File: src/rtl/preorder_bst_validator_assert.svh
// ----------------------------------------------------------------------------
// preorder_bst_validator_assert.svh
// Assertion macros shared by the preorder tree validator modules.
// ----------------------------------------------------------------------------
`ifndef PREORDER_BST_VALIDATOR_ASSERT_SVH
`define PREORDER_BST_VALIDATOR_ASSERT_SVH

// Checks a property at every rising clock edge outside reset.
`define PBV_ASSERT(label, clk, rst_n, prop, msg) \
    label: assert property (@(posedge clk) disable iff (!rst_n) (prop)) \
        else $error(msg);

// Checks that a condition never holds at a rising clock edge outside reset.
`define PBV_ASSERT_NEVER(label, clk, rst_n, cond, msg) \
    `PBV_ASSERT(label, clk, rst_n, !(cond), msg)

`endif

File: src/rtl/pbv_pkg.sv
// ----------------------------------------------------------------------------
// pbv_pkg
// Types and constants shared by the preorder tree validator modules.
// ----------------------------------------------------------------------------
package pbv_pkg;

    // Width of the key field on the input stream.
    localparam int KEY_IN_W = 32;

    // Width of the verdict and of the byte-padded output data bus.
    localparam int STATUS_W = 2;
    localparam int OUT_TDATA_W = 8;

    // Depth of the queue between the front and the back part.
    localparam int QUEUE_DEPTH = 2;

    typedef enum logic [STATUS_W-1:0] {
        STATUS_VALID      = 2'd0,
        STATUS_VIOLATION  = 2'd1,
        STATUS_INCOMPLETE = 2'd2,
        STATUS_DEPTH      = 2'd3
    } status_t;

    typedef enum logic {
        TOKEN_KEY  = 1'b0,
        TOKEN_NULL = 1'b1
    } token_kind_t;

    // Control part of a classified token.
    typedef struct packed {
        token_kind_t kind;
        logic        last;
    } token_ctl_t;

endpackage

File: src/rtl/pbv_front.sv
// ----------------------------------------------------------------------------
// pbv_front
// Accepts input tokens and classifies them into a kind, a last flag and a key.
// ----------------------------------------------------------------------------
module pbv_front
    import pbv_pkg::*;
#(
    parameter int KEY_WIDTH = 32
)
(
    input  logic                 clk,
    input  logic                 rst_n,
    input  logic                 in_valid,
    output logic                 in_ready,
    input  logic [KEY_IN_W-1:0]  in_data,
    input  logic                 in_null,
    input  logic                 in_last,
    output logic                 push_valid,
    input  logic                 push_ready,
    output token_ctl_t           push_ctl,
    output logic [KEY_WIDTH-1:0] push_key
);

    logic [KEY_IN_W+KEY_WIDTH-1:0] key_wide;
    logic                          seen_reg;
    logic                          seen_next;

    // The key is the low KEY_WIDTH bits of the raw field, zero filled above.
    assign key_wide = {{KEY_WIDTH{1'b0}}, in_data};

    assign in_ready      = push_ready;
    assign push_valid    = in_valid;
    assign push_key      = key_wide[KEY_WIDTH-1:0];
    assign push_ctl.kind = in_null ? TOKEN_NULL : TOKEN_KEY;
    assign push_ctl.last = in_last;

    // Tracks whether a request of the current stream is in flight.
    always_comb
    begin
        seen_next = seen_reg;
        if (in_valid && push_ready)
        begin
            seen_next = !in_last;
        end
    end

    always_ff @(posedge clk or negedge rst_n)
    begin
        if (!rst_n)
        begin
            seen_reg <= 1'b0;
        end
        else
        begin
            seen_reg <= seen_next;
        end
    end

endmodule

File: src/rtl/pbv_queue.sv
// ----------------------------------------------------------------------------
// pbv_queue
// Short register FIFO that decouples the front part from the back part.
// ----------------------------------------------------------------------------
module pbv_queue
    import pbv_pkg::*;
#(
    parameter int WIDTH = 8,
    parameter int DEPTH = 2
)
(
    input  logic             clk,
    input  logic             rst_n,
    input  logic             push_valid,
    output logic             push_ready,
    input  logic [WIDTH-1:0] push_data,
    output logic             pop_valid,
    input  logic             pop_ready,
    output logic [WIDTH-1:0] pop_data
);

    localparam int PTR_W = (DEPTH > 1) ? $clog2(DEPTH) : 1;
    localparam int CNT_W = $clog2(DEPTH + 1);

    logic [WIDTH-1:0] entries [DEPTH];
    logic [PTR_W-1:0] wr_ptr_reg;
    logic [PTR_W-1:0] wr_ptr_next;
    logic [PTR_W-1:0] rd_ptr_reg;
    logic [PTR_W-1:0] rd_ptr_next;
    logic [CNT_W-1:0] count_reg;
    logic [CNT_W-1:0] count_next;
    logic             do_push;
    logic             do_pop;

    assign push_ready = (count_reg != CNT_W'(DEPTH));
    assign pop_valid  = (count_reg != '0);
    assign pop_data   = entries[rd_ptr_reg];
    assign do_push    = push_valid && push_ready;
    assign do_pop     = pop_valid && pop_ready;

    always_comb
    begin
        wr_ptr_next = wr_ptr_reg;
        rd_ptr_next = rd_ptr_reg;
        count_next  = count_reg;
        if (do_push)
        begin
            wr_ptr_next = (wr_ptr_reg == PTR_W'(DEPTH - 1)) ? '0 : wr_ptr_reg + PTR_W'(1);
        end
        if (do_pop)
        begin
            rd_ptr_next = (rd_ptr_reg == PTR_W'(DEPTH - 1)) ? '0 : rd_ptr_reg + PTR_W'(1);
        end
        unique case ({do_push, do_pop})
            2'b10:   count_next = count_reg + CNT_W'(1);
            2'b01:   count_next = count_reg - CNT_W'(1);
            default: count_next = count_reg;
        endcase
    end

    always_ff @(posedge clk or negedge rst_n)
    begin
        if (!rst_n)
        begin
            wr_ptr_reg <= '0;
            rd_ptr_reg <= '0;
            count_reg  <= '0;
        end
        else
        begin
            wr_ptr_reg <= wr_ptr_next;
            rd_ptr_reg <= rd_ptr_next;
            count_reg  <= count_next;
        end
    end

    always_ff @(posedge clk)
    begin
        if (do_push)
        begin
            entries[wr_ptr_reg] <= push_data;
        end
    end

endmodule

File: src/rtl/pbv_back.sv
// ----------------------------------------------------------------------------
// pbv_back
// Bound-stack engine: checks each token and produces the verdict.
// ----------------------------------------------------------------------------
`include "preorder_bst_validator_assert.svh"

module pbv_back
    import pbv_pkg::*;
#(
    parameter int STACK_DEPTH = 64,
    parameter int KEY_WIDTH   = 32
)
(
    input  logic                 clk,
    input  logic                 rst_n,
    input  logic                 q_valid,
    output logic                 q_ready,
    input  token_ctl_t           q_ctl,
    input  logic [KEY_WIDTH-1:0] q_key,
    output logic                 out_valid,
    input  logic                 out_ready,
    output status_t              out_status
);

    localparam int BW    = KEY_WIDTH + 1;
    localparam int IDX_W = $clog2(STACK_DEPTH);
    localparam int CNT_W = $clog2(STACK_DEPTH + 1);
    localparam logic signed [BW-1:0] KEY_MAX = {2'b00, {(KEY_WIDTH-1){1'b1}}};
    localparam logic signed [BW-1:0] KEY_MIN = ~KEY_MAX;

    // Stack entries below the top; the top pair lives in registers.
    logic signed [BW-1:0] lo_mem [STACK_DEPTH];
    logic signed [BW-1:0] hi_mem [STACK_DEPTH];

    logic signed [BW-1:0] top_lo_reg, top_lo_next;
    logic signed [BW-1:0] top_hi_reg, top_hi_next;
    logic signed [BW-1:0] rd_lo_reg;
    logic signed [BW-1:0] rd_hi_reg;
    logic [CNT_W-1:0]     count_reg, count_next;
    logic                 started_reg, started_next;
    logic                 complete_reg, complete_next;
    logic                 violation_reg, violation_next;
    logic                 exceeded_reg, exceeded_next;
    logic                 pend_reg, pend_next;
    logic                 out_valid_reg, out_valid_next;
    status_t              out_status_reg, out_status_next;

    logic signed [BW-1:0] key_ext;
    logic signed [BW-1:0] key_p1;
    logic signed [BW-1:0] key_m1;
    logic signed [BW-1:0] eff_lo;
    logic signed [BW-1:0] eff_hi;
    logic [CNT_W-1:0]     eff_count;
    logic [CNT_W-1:0]     wr_cnt;
    logic [CNT_W-1:0]     rd_cnt;
    logic [IDX_W-1:0]     wr_idx;
    logic [IDX_W-1:0]     rd_idx;
    logic                 active;
    logic                 pop;
    logic                 mem_we;
    logic                 rd_en;

    assign key_ext = {q_key[KEY_WIDTH-1], q_key};
    assign key_p1  = key_ext + BW'(1);
    assign key_m1  = key_ext - BW'(1);

    // Before the first token the top pair is the full key range.
    assign eff_lo    = !started_reg ? KEY_MIN : (pend_reg ? rd_lo_reg : top_lo_reg);
    assign eff_hi    = !started_reg ? KEY_MAX : (pend_reg ? rd_hi_reg : top_hi_reg);
    assign eff_count = started_reg ? count_reg : CNT_W'(1);
    assign wr_cnt    = eff_count - CNT_W'(1);
    assign rd_cnt    = eff_count - CNT_W'(2);
    assign wr_idx    = wr_cnt[IDX_W-1:0];
    assign rd_idx    = rd_cnt[IDX_W-1:0];

    assign active  = !complete_reg && !exceeded_reg;
    assign pop     = q_valid && (!q_ctl.last || !out_valid_reg || out_ready);
    assign q_ready = pop;

    assign out_valid  = out_valid_reg;
    assign out_status = out_status_reg;

    always_comb
    begin
        top_lo_next     = top_lo_reg;
        top_hi_next     = top_hi_reg;
        count_next      = count_reg;
        started_next    = started_reg;
        complete_next   = complete_reg;
        violation_next  = violation_reg;
        exceeded_next   = exceeded_reg;
        pend_next       = pend_reg;
        out_valid_next  = out_valid_reg && !out_ready;
        out_status_next = out_status_reg;
        mem_we          = 1'b0;
        rd_en           = 1'b0;
        if (pop)
        begin
            if (active)
            begin
                started_next = 1'b1;
                unique case (q_ctl.kind)
                    TOKEN_KEY:
                    begin
                        if (key_ext < eff_lo || key_ext > eff_hi)
                        begin
                            violation_next = 1'b1;
                        end
                        if (eff_count == CNT_W'(STACK_DEPTH))
                        begin
                            exceeded_next = 1'b1;
                        end
                        else
                        begin
                            // Right subtree bounds go below, left subtree bounds on top.
                            mem_we      = 1'b1;
                            top_lo_next = eff_lo;
                            top_hi_next = key_m1;
                            count_next  = eff_count + CNT_W'(1);
                            pend_next   = 1'b0;
                        end
                    end
                    TOKEN_NULL:
                    begin
                        count_next = wr_cnt;
                        if (wr_cnt == '0)
                        begin
                            complete_next = 1'b1;
                            pend_next     = 1'b0;
                        end
                        else
                        begin
                            // The new top pair arrives from memory next cycle.
                            pend_next = 1'b1;
                            rd_en     = 1'b1;
                        end
                    end
                    default:
                    begin
                        pend_next = pend_reg;
                    end
                endcase
            end
            if (q_ctl.last)
            begin
                out_valid_next = 1'b1;
                priority if (exceeded_next)
                begin
                    out_status_next = STATUS_DEPTH;
                end
                else if (violation_next)
                begin
                    out_status_next = STATUS_VIOLATION;
                end
                else if (!complete_next)
                begin
                    out_status_next = STATUS_INCOMPLETE;
                end
                else
                begin
                    out_status_next = STATUS_VALID;
                end
                count_next     = '0;
                started_next   = 1'b0;
                complete_next  = 1'b0;
                violation_next = 1'b0;
                exceeded_next  = 1'b0;
                pend_next      = 1'b0;
            end
        end
    end

    always_ff @(posedge clk or negedge rst_n)
    begin
        if (!rst_n)
        begin
            count_reg      <= '0;
            started_reg    <= 1'b0;
            complete_reg   <= 1'b0;
            violation_reg  <= 1'b0;
            exceeded_reg   <= 1'b0;
            pend_reg       <= 1'b0;
            out_valid_reg  <= 1'b0;
            out_status_reg <= STATUS_VALID;
        end
        else
        begin
            count_reg      <= count_next;
            started_reg    <= started_next;
            complete_reg   <= complete_next;
            violation_reg  <= violation_next;
            exceeded_reg   <= exceeded_next;
            pend_reg       <= pend_next;
            out_valid_reg  <= out_valid_next;
            out_status_reg <= out_status_next;
        end
    end

    always_ff @(posedge clk)
    begin
        top_lo_reg <= top_lo_next;
        top_hi_reg <= top_hi_next;
    end

    always_ff @(posedge clk)
    begin
        if (mem_we)
        begin
            lo_mem[wr_idx] <= key_p1;
            hi_mem[wr_idx] <= eff_hi;
        end
        if (rd_en)
        begin
            rd_lo_reg <= lo_mem[rd_idx];
            rd_hi_reg <= hi_mem[rd_idx];
        end
    end

    `PBV_ASSERT(a_pend_needs_stack, clk, rst_n,
        pend_reg |-> (started_reg && count_reg != '0 && !complete_reg),
        "memory refill pending without a live stack")
    `PBV_ASSERT(a_complete_empty, clk, rst_n,
        complete_reg |-> (count_reg == '0 && !exceeded_reg),
        "tree complete while the stack still holds bounds")
    `PBV_ASSERT_NEVER(a_no_verdict_overrun, clk, rst_n,
        q_valid && q_ctl.last && out_valid_reg && !out_ready && pop,
        "verdict taken from queue while the output register is full")
    `PBV_ASSERT(a_count_bound, clk, rst_n,
        count_reg <= CNT_W'(STACK_DEPTH),
        "bound stack count beyond its depth")

endmodule

File: src/rtl/preorder_bst_validator.sv
// ----------------------------------------------------------------------------
// preorder_bst_validator
// Checks a preorder token stream with empty markers for the search tree order.
// ----------------------------------------------------------------------------
// The block takes one token per cycle on the slave stream while the queue has
// room, which it lacks only while a verdict stalls on the master stream. Each
// token is one update of the bound stack, whose top pair is held in registers
// while the rest lives in a memory with one write and one registered read
// port. A key token writes the right subtree bounds to memory and keeps the
// left subtree bounds on top; an empty marker starts a memory read whose data
// serves as the new top pair in the following cycle, so consecutive tokens
// never wait on each other. An accepted token is registered in the two-entry
// queue, and the verdict of a request with tlast set is registered when the
// back part pops that request. Only requests with tlast produce a verdict;
// it is 0 for a valid tree, 1 for an ordering violation, 2 for an incomplete
// tree and 3 when the bound stack overflowed, with precedence 3, 1, 2, 0.
// Tokens after the tree is complete are ignored, and after each verdict the
// next token starts a new tree. No clearing pass is needed after reset.
// ----------------------------------------------------------------------------
module preorder_bst_validator
    import pbv_pkg::*;
#(
    parameter int STACK_DEPTH = 64,
    parameter int KEY_WIDTH   = 32
)
(
    input  logic                   clk,
    input  logic                   rst_n,
    input  logic                   s_axis_tvalid,
    output logic                   s_axis_tready,
    input  logic [KEY_IN_W-1:0]    s_axis_tdata,  // key
    input  logic [0:0]             s_axis_tuser,  // is_null
    input  logic                   s_axis_tlast,  // last_token
    output logic                   m_axis_tvalid,
    input  logic                   m_axis_tready,
    output logic [OUT_TDATA_W-1:0] m_axis_tdata   // status, zero padded
);

    localparam int TOKEN_W = KEY_WIDTH + $bits(token_ctl_t);

    logic                 push_valid;
    logic                 push_ready;
    token_ctl_t           push_ctl;
    logic [KEY_WIDTH-1:0] push_key;
    logic                 pop_valid;
    logic                 pop_ready;
    logic [TOKEN_W-1:0]   pop_data;
    token_ctl_t           pop_ctl;
    logic [KEY_WIDTH-1:0] pop_key;
    status_t              status;

    // Front part: takes requests and splits them into kind, last flag and key.
    pbv_front #(
        .KEY_WIDTH (KEY_WIDTH)
    ) u_front (
        .clk        (clk),
        .rst_n      (rst_n),
        .in_valid   (s_axis_tvalid),
        .in_ready   (s_axis_tready),
        .in_data    (s_axis_tdata),
        .in_null    (s_axis_tuser[0]),
        .in_last    (s_axis_tlast),
        .push_valid (push_valid),
        .push_ready (push_ready),
        .push_ctl   (push_ctl),
        .push_key   (push_key)
    );

    // The queue lets the front keep accepting while the verdict output stalls, until it is full.
    pbv_queue #(
        .WIDTH (TOKEN_W),
        .DEPTH (QUEUE_DEPTH)
    ) u_queue (
        .clk        (clk),
        .rst_n      (rst_n),
        .push_valid (push_valid),
        .push_ready (push_ready),
        .push_data  ({push_key, push_ctl}),
        .pop_valid  (pop_valid),
        .pop_ready  (pop_ready),
        .pop_data   (pop_data)
    );

    assign pop_ctl = token_ctl_t'(pop_data[$bits(token_ctl_t)-1:0]);
    assign pop_key = pop_data[TOKEN_W-1:$bits(token_ctl_t)];

    // Back part: bound stack, ordering check and verdict register.
    pbv_back #(
        .STACK_DEPTH (STACK_DEPTH),
        .KEY_WIDTH   (KEY_WIDTH)
    ) u_back (
        .clk        (clk),
        .rst_n      (rst_n),
        .q_valid    (pop_valid),
        .q_ready    (pop_ready),
        .q_ctl      (pop_ctl),
        .q_key      (pop_key),
        .out_valid  (m_axis_tvalid),
        .out_ready  (m_axis_tready),
        .out_status (status)
    );

    assign m_axis_tdata = {{(OUT_TDATA_W-STATUS_W){1'b0}}, status};

endmodule
File: config.mk
export PLATFORM = sky130hd
export DESIGN_NAME = preorder_bst_validator
export DESIGN_NICKNAME = d
export VERILOG_FILES = /design/src/rtl/pbv_pkg.sv /design/src/rtl/pbv_front.sv /design/src/rtl/pbv_queue.sv /design/src/rtl/pbv_back.sv /design/src/rtl/preorder_bst_validator.sv
export VERILOG_INCLUDE_DIRS = /design/src /design/src/rtl
export SDC_FILE = /design/constraint.sdc
export NUM_CORES = 2
export LEC_CHECK = 0
export CORE_MARGIN = 2
export CORE_UTILIZATION = 35
export CTS_CLUSTER_SIZE = 28
export DETAILED_ROUTE_END_ITERATION = 8
export DONT_BUFFER_PORTS = 1
export PLACE_DENSITY_LB_ADDON = 0.08
export RECOVER_POWER = 25
export SYNTH_ARGS = -nofsm -noshare
export SYNTH_HDL_FRONTEND = slang
export SYNTH_MEMORY_MAX_BITS = 65536
export SYNTH_SLANG_ARGS = --single-unit
File: constraint.sdc
create_clock -name clk -period 7.5 [get_ports clk]
set_clock_uncertainty 0.05 [all_clocks]
set_input_delay 0.75 -clock clk [delete_from_list [all_inputs] [get_ports clk]]
set_output_delay 0.75 -clock clk [all_outputs]
set_load 0.05 [all_outputs]
* Word level (Yosys, flattened, before mapping) *
Memories as Yosys holds them, arrays and structs flattened. A register that Yosys moved wholly into a read port is not among the register bits.
Index checks and enable logic that the tools add are counted.

operators by class
  reduce and logical (&&, ||, !) cells = 21
  add/sub/neg operators = 9
  mux-type cells = 51
  order comparisons = 2
  equal/unequal tests = 5
  bitwise logic cells = 2

operators by type and width
  cell                                                 count
  2-to-1 mux 33 bit                                    4
  2-to-1 mux 1 bit                                     37
  adder 32 x 2 -> 33 bit (second input constant)       1
  greater-than comparator 32 x 33 -> 1 bit             1
  less-than comparator 32 x 33 -> 1 bit                1
  subtractor 32 x 2 -> 33 bit (second input constant)  1
  2-to-1 mux 7 bit                                     4
  case mux 7 bit (2 select lines)                      1
  adder 7 x 1 -> 7 bit (second input constant)         1
  == test 7 bit (second input constant)                1
  zero test 7 bit                                      1
  subtractor 7 x 1 -> 7 bit (second input constant)    1
  2-to-1 mux 2 bit                                     3
  nonzero test 2 bit                                   3
  subtractor 6 x 2 -> 6 bit (second input constant)    1
  logical AND 1 bit                                    5
  zero test 1 bit                                      5
  case mux 2 bit (2 select lines)                      1
  AND reduction 2 bit                                  2
  AND reduction 4 bit                                  1
  logical OR 1 bit                                     3
  inequality test 3 bit (second input constant)        1
  AND reduction 3 bit                                  1
  adder 1 bit (second input constant)                  2
  7 further kinds                                      8

storage, ports and cells
  memories = 3
  RAM bits = 4292
  register bits = 85
  word-level logic and storage cells = 106
  output and inout port bits = 10

memory list
  memory           words  bits a word  read ports  clocked after Yosys merged registers in  wr ports  line             source
  u_back.hi_mem    64     33           1           1                                        1         pbv_back.sv:33   logic signed [BW-1:0] hi_mem [STACK_DEPTH];
  u_back.lo_mem    64     33           1           1                                        1         pbv_back.sv:32   logic signed [BW-1:0] lo_mem [STACK_DEPTH];
  u_queue.entries  2      34           1           0                                        1         pbv_queue.sv:25  logic [WIDTH-1:0] entries [DEPTH];

* Longest topological paths before layout *
  word-level depth = 10
  depth in mapped cells = 17

* Hierarchy *
A second synthesis with hierarchy kept.

second synthesis, totals
  cell total of the unflattened synthesis = 9730
  area, all modules = 173973.1 um2

by module, submodules not included
  module                  seq. area each (um2)  cells each  area each (um2)  instances
  pbv_back                131180.8              9564        170981.5         1
  pbv_queue               2142.1                123         2672.6           1
  pbv_front               0.0                   36          270.3            1
  preorder_bst_validator  0.0                   7           48.8             1

* Worst setup path before layout *
Ideal clock, no wire load.

  kind = reg-to-reg
  start = register u_queue.rd_ptr_reg
  end = memory u_back.lo_mem[0][26] in the netlist's numbering (data pin)
  clock period less this slack = 6.892 ns
  data required time = 6.882 ns
  arrival = 6.274 ns
  buffers on the path = 6
  cell stages (with the launch flop) = 14
  path slack = 0.608 ns
  cells stage by stage = dfrtp_1 > buf_6 > buf_6 > buf_4 > buf_4 > buf_2 > mux2i_1 > inv_1 > ha_1 > nand4_1 > or3_1 > clkbuf_1 > nor4_1 > xnor2_1

between the ends
  word-level cells in the longest chain between the ends = 2

RTL lines
  what                      line             source
  start: declaration        pbv_queue.sv:28  logic [PTR_W-1:0] rd_ptr_reg;
  start signal: assignment  pbv_queue.sv:72  rd_ptr_reg <= rd_ptr_next;
  memory read (2 x 34 bit)  n/a
  adder 32 x 2 -> 33 bit    pbv_back.sv:64   assign key_p1 = key_ext + BW'(1);
  net u_back.key_p1[26]     pbv_back.sv:49   logic signed [BW-1:0] key_p1;
  end: declaration          pbv_back.sv:32

The timed path passes the listed nets, and every way through them passes these cells.

* Worst setup path in the final report *
  start = register u_back.pend_reg
  end = memory u_back.hi_mem[2][18] in the netlist's numbering (data pin)

between the ends
  word-level cells in the longest chain between the ends = 2

RTL lines
  what                             line             source
  start: declaration               pbv_back.sv:44   logic pend_reg, pend_next;
  start signal: assignment         pbv_back.sv:193  pend_reg <= pend_next;
  2-to-1 mux 33 bit (2 in series)  pbv_back.sv:69   assign eff_hi = !started_reg ? KEY_MAX : (pend_reg ? rd_hi_reg : top_hi_reg);
  net u_back.eff_hi[18]            pbv_back.sv:52   logic signed [BW-1:0] eff_hi;
  end: declaration                 pbv_back.sv:33

The timed path passes the listed nets, and every way through them passes these cells.

==> results.cfg <==
[outcome]
status = complete, but fails checks
violations = max-capacitance violations, max-slew violations

[timing]
holdWs_ns = 0.436
final_max_slew_viol_count = 1886
rsz0062_at_grt = no
worstMarginPinSlew_ns = 3.44
fmax_mhz = 158
finalSetupTns_ns = 0
fin_crit_sh = 0.846
hold_violations = 0
relSlewSlack = -1.29
finalSetupViolCount = 0
setup_slack_ns = 1.16
fin_crit_ns = 6.34

[layout]
drive_gt1_frac = 0.212
seq_area_sq_mm = 0.133
multi_input_area_sq_mm = 0.0386
post-route-util = 0.404
fin_nets = 10100
layout_common_cells = edfxtp_1 (4424), nand2_1 (633), nor3_1 (615), nor2_1 (571), mux2_2 (566)
final.fill_count = 44300
finalNonFillerCells = 17000
postLayoutCellArea_sq_mm = 0.200
final_common_cell = edfxtp_1
top_regs = u_back.hi_mem (2112), u_back.lo_mem (2112), u_queue.entries (68)
area_delta_synth_final_pct = 14.9

[placement]
dp.cells = 16100
dpl_worst_slack_ns = 1.62
portBuffers = 0
dp_hpwl_um = 318000
gp_congestion = 0.829
place_area_sq_mm = 0.184

[global_routing]
antenna_found_initial = 74
grt_use_total = 0.237
grt_pass1_wl_um = 830000
grt_pass1_vias = 97300
grt_max_degree = 129
grt_overflow_total = 0

[power]
finalPower_mw = 87.2
powerDensity_mw_per_mm2 = 437
cellLeakagePower_nw = 62.4
ir_drop_uv = 676

[yosys]
avgSynthCellArea_sq_um = 17.9
synthCells = 9723
ys_types = 77
yosys_warnings = 0
synth-seq-cells = 4443
ys.flop_type = edfxtp_1
netlist_area_sq_mm = 0.174
synth_edf_count = 4424
async_reset_ff_frac = 0.00428
yosysSeqAreaShare = 0.767

[min_path]
hold_path.class = primary input to register

[cts]
cts_resized = 0
cts_root_buffer = clkbuf_16
cts.sinks = 4443
cts_buffers = 478
cts_setup_buffers = 0
ctsLongestPathBuffers = 4
cts_tree = yes
clk_pin_slew_ns = 0.06
cts.hold.buffers_added = 39
insertion_delay_ns = 1.08
htreeDepth = 5

[routing]
drt_iter0_markers = 11800
drt_wl_total_um = 607000
wire_per_inst_um = 35.6
drtPass1Iterations = 6
detail_route.vias_per_cell = 5.69
ant_nets = 0
vias = 97000
route.detailed.drc = 0

[worst_setup_path]
cp.arrival_ns = 6.66
worstPathMaxFanout = 64
critPathBufInv = 3
required_ns = 7.81
crit_type = register to register
crit_slowest_cell = clkbuf_1
max_stage_delay_ns = 2.18
critPathTopFamily = buffers and inverters
endpoint_kind = register
critical_path.cell_chain = buf_4 -> mux2i_1 -> and2_1 -> inv_1 -> clkbuf_1
cp-start-kind = register

[floorplanning]
io_pins = 48
die_y_um = 709
start_util = 0.352
die_x_um = 709
row_count = 258
die_area_sq_mm = 0.502
core_area_sq_mm = 0.494

[job]
maxCapViolations = 31
## routing by layer
layer | wire [um] | GRT usage | vias up
met1 | 274000 | 0.348 | 53100
met5 | 83 | 0 | -
met4 | 11900 | 0.0464 | 12
met3 | 38700 | 0.0324 | 662
li1 | - | - | 39600
met2 | 282000 | 0.377 | 3649
## final timing paths
| kind | cells past startpoint | from | slack, ns | to |
|---|---|---|---|---|
| worst max-delay path | 5 | u_back.pend_reg$_DFFE_PN0P_ | 1.16 | u_back.hi_mem[2][18]$_DFFE_PP_ |
| worst min-delay path | 2 | m_axis_tready | 0.44 | u_back.out_valid$_DFF_PN0_ |
| worst max register to register | 5 | u_back.pend_reg$_DFFE_PN0P_ | 1.16 | u_back.hi_mem[2][18]$_DFFE_PP_ |
| worst min register to register | 1 | u_queue.wr_ptr_reg$_DFFE_PN0P_ | 0.45 | u_queue.wr_ptr_reg$_DFFE_PN0P_ |
| max in group asynchronous | 4 | rst_n | 4.58 | u_back.out_status[1]$_DFFE_PN0P_ |
| min in group asynchronous | 3 | rst_n | 1.14 | u_back.out_status[0]$_DFFE_PN0P_ |
## cell type report
cell class                      count  share of cell area
Antenna cell                       28            0.000351
Tap cell                         6630              0.0415
Sequential cell                  4443               0.668
Timing Repair Buffer              388              0.0204
Inverter                          104             0.00201
Clock buffer                      572              0.0620
Multi-Input combinational cell   4567               0.193
Clock inverter                    310              0.0128
## cells in the mapped netlist (70+ instances only)
library cell / number / share of area
inv_1: 102 / 0.0022
clkbuf_1: 479 / 0.010
edfxtp_1: 4424 / 0.76
mux2_2: 566 / 0.037
ha_1: 74 / 0.0053
o22ai_1: 525 / 0.019
mux4_2: 528 / 0.068
nand2_1: 641 / 0.014
buf_1: 70 / 0.0015
nor2_1: 635 / 0.014
o211ai_1: 70 / 0.0030
nand3_1: 218 / 0.0063
nor3_1: 615 / 0.018
## cell families after synthesis
logic type                 Yosys count  synth area share
other                                1         0.0000216
xor gates and xnor gates            74           0.00373
AOI/OAI and AO/OA                 1051            0.0434
DFF                               4443             0.767
and+or+nand+nor                   2200            0.0554
adders and majority gates           74           0.00533
buffers and inverters              718            0.0162
muxes                             1162             0.109
## report_power, final
part | switching, mW | total (mW) | internal (mW)
sequential | 0.842 | 34.2 | 33.4
clock | 10.1 | 22.8 | 12.7
combinational | 21.2 | 30.2 | 9.00
(Power assumes the default switching activity.)
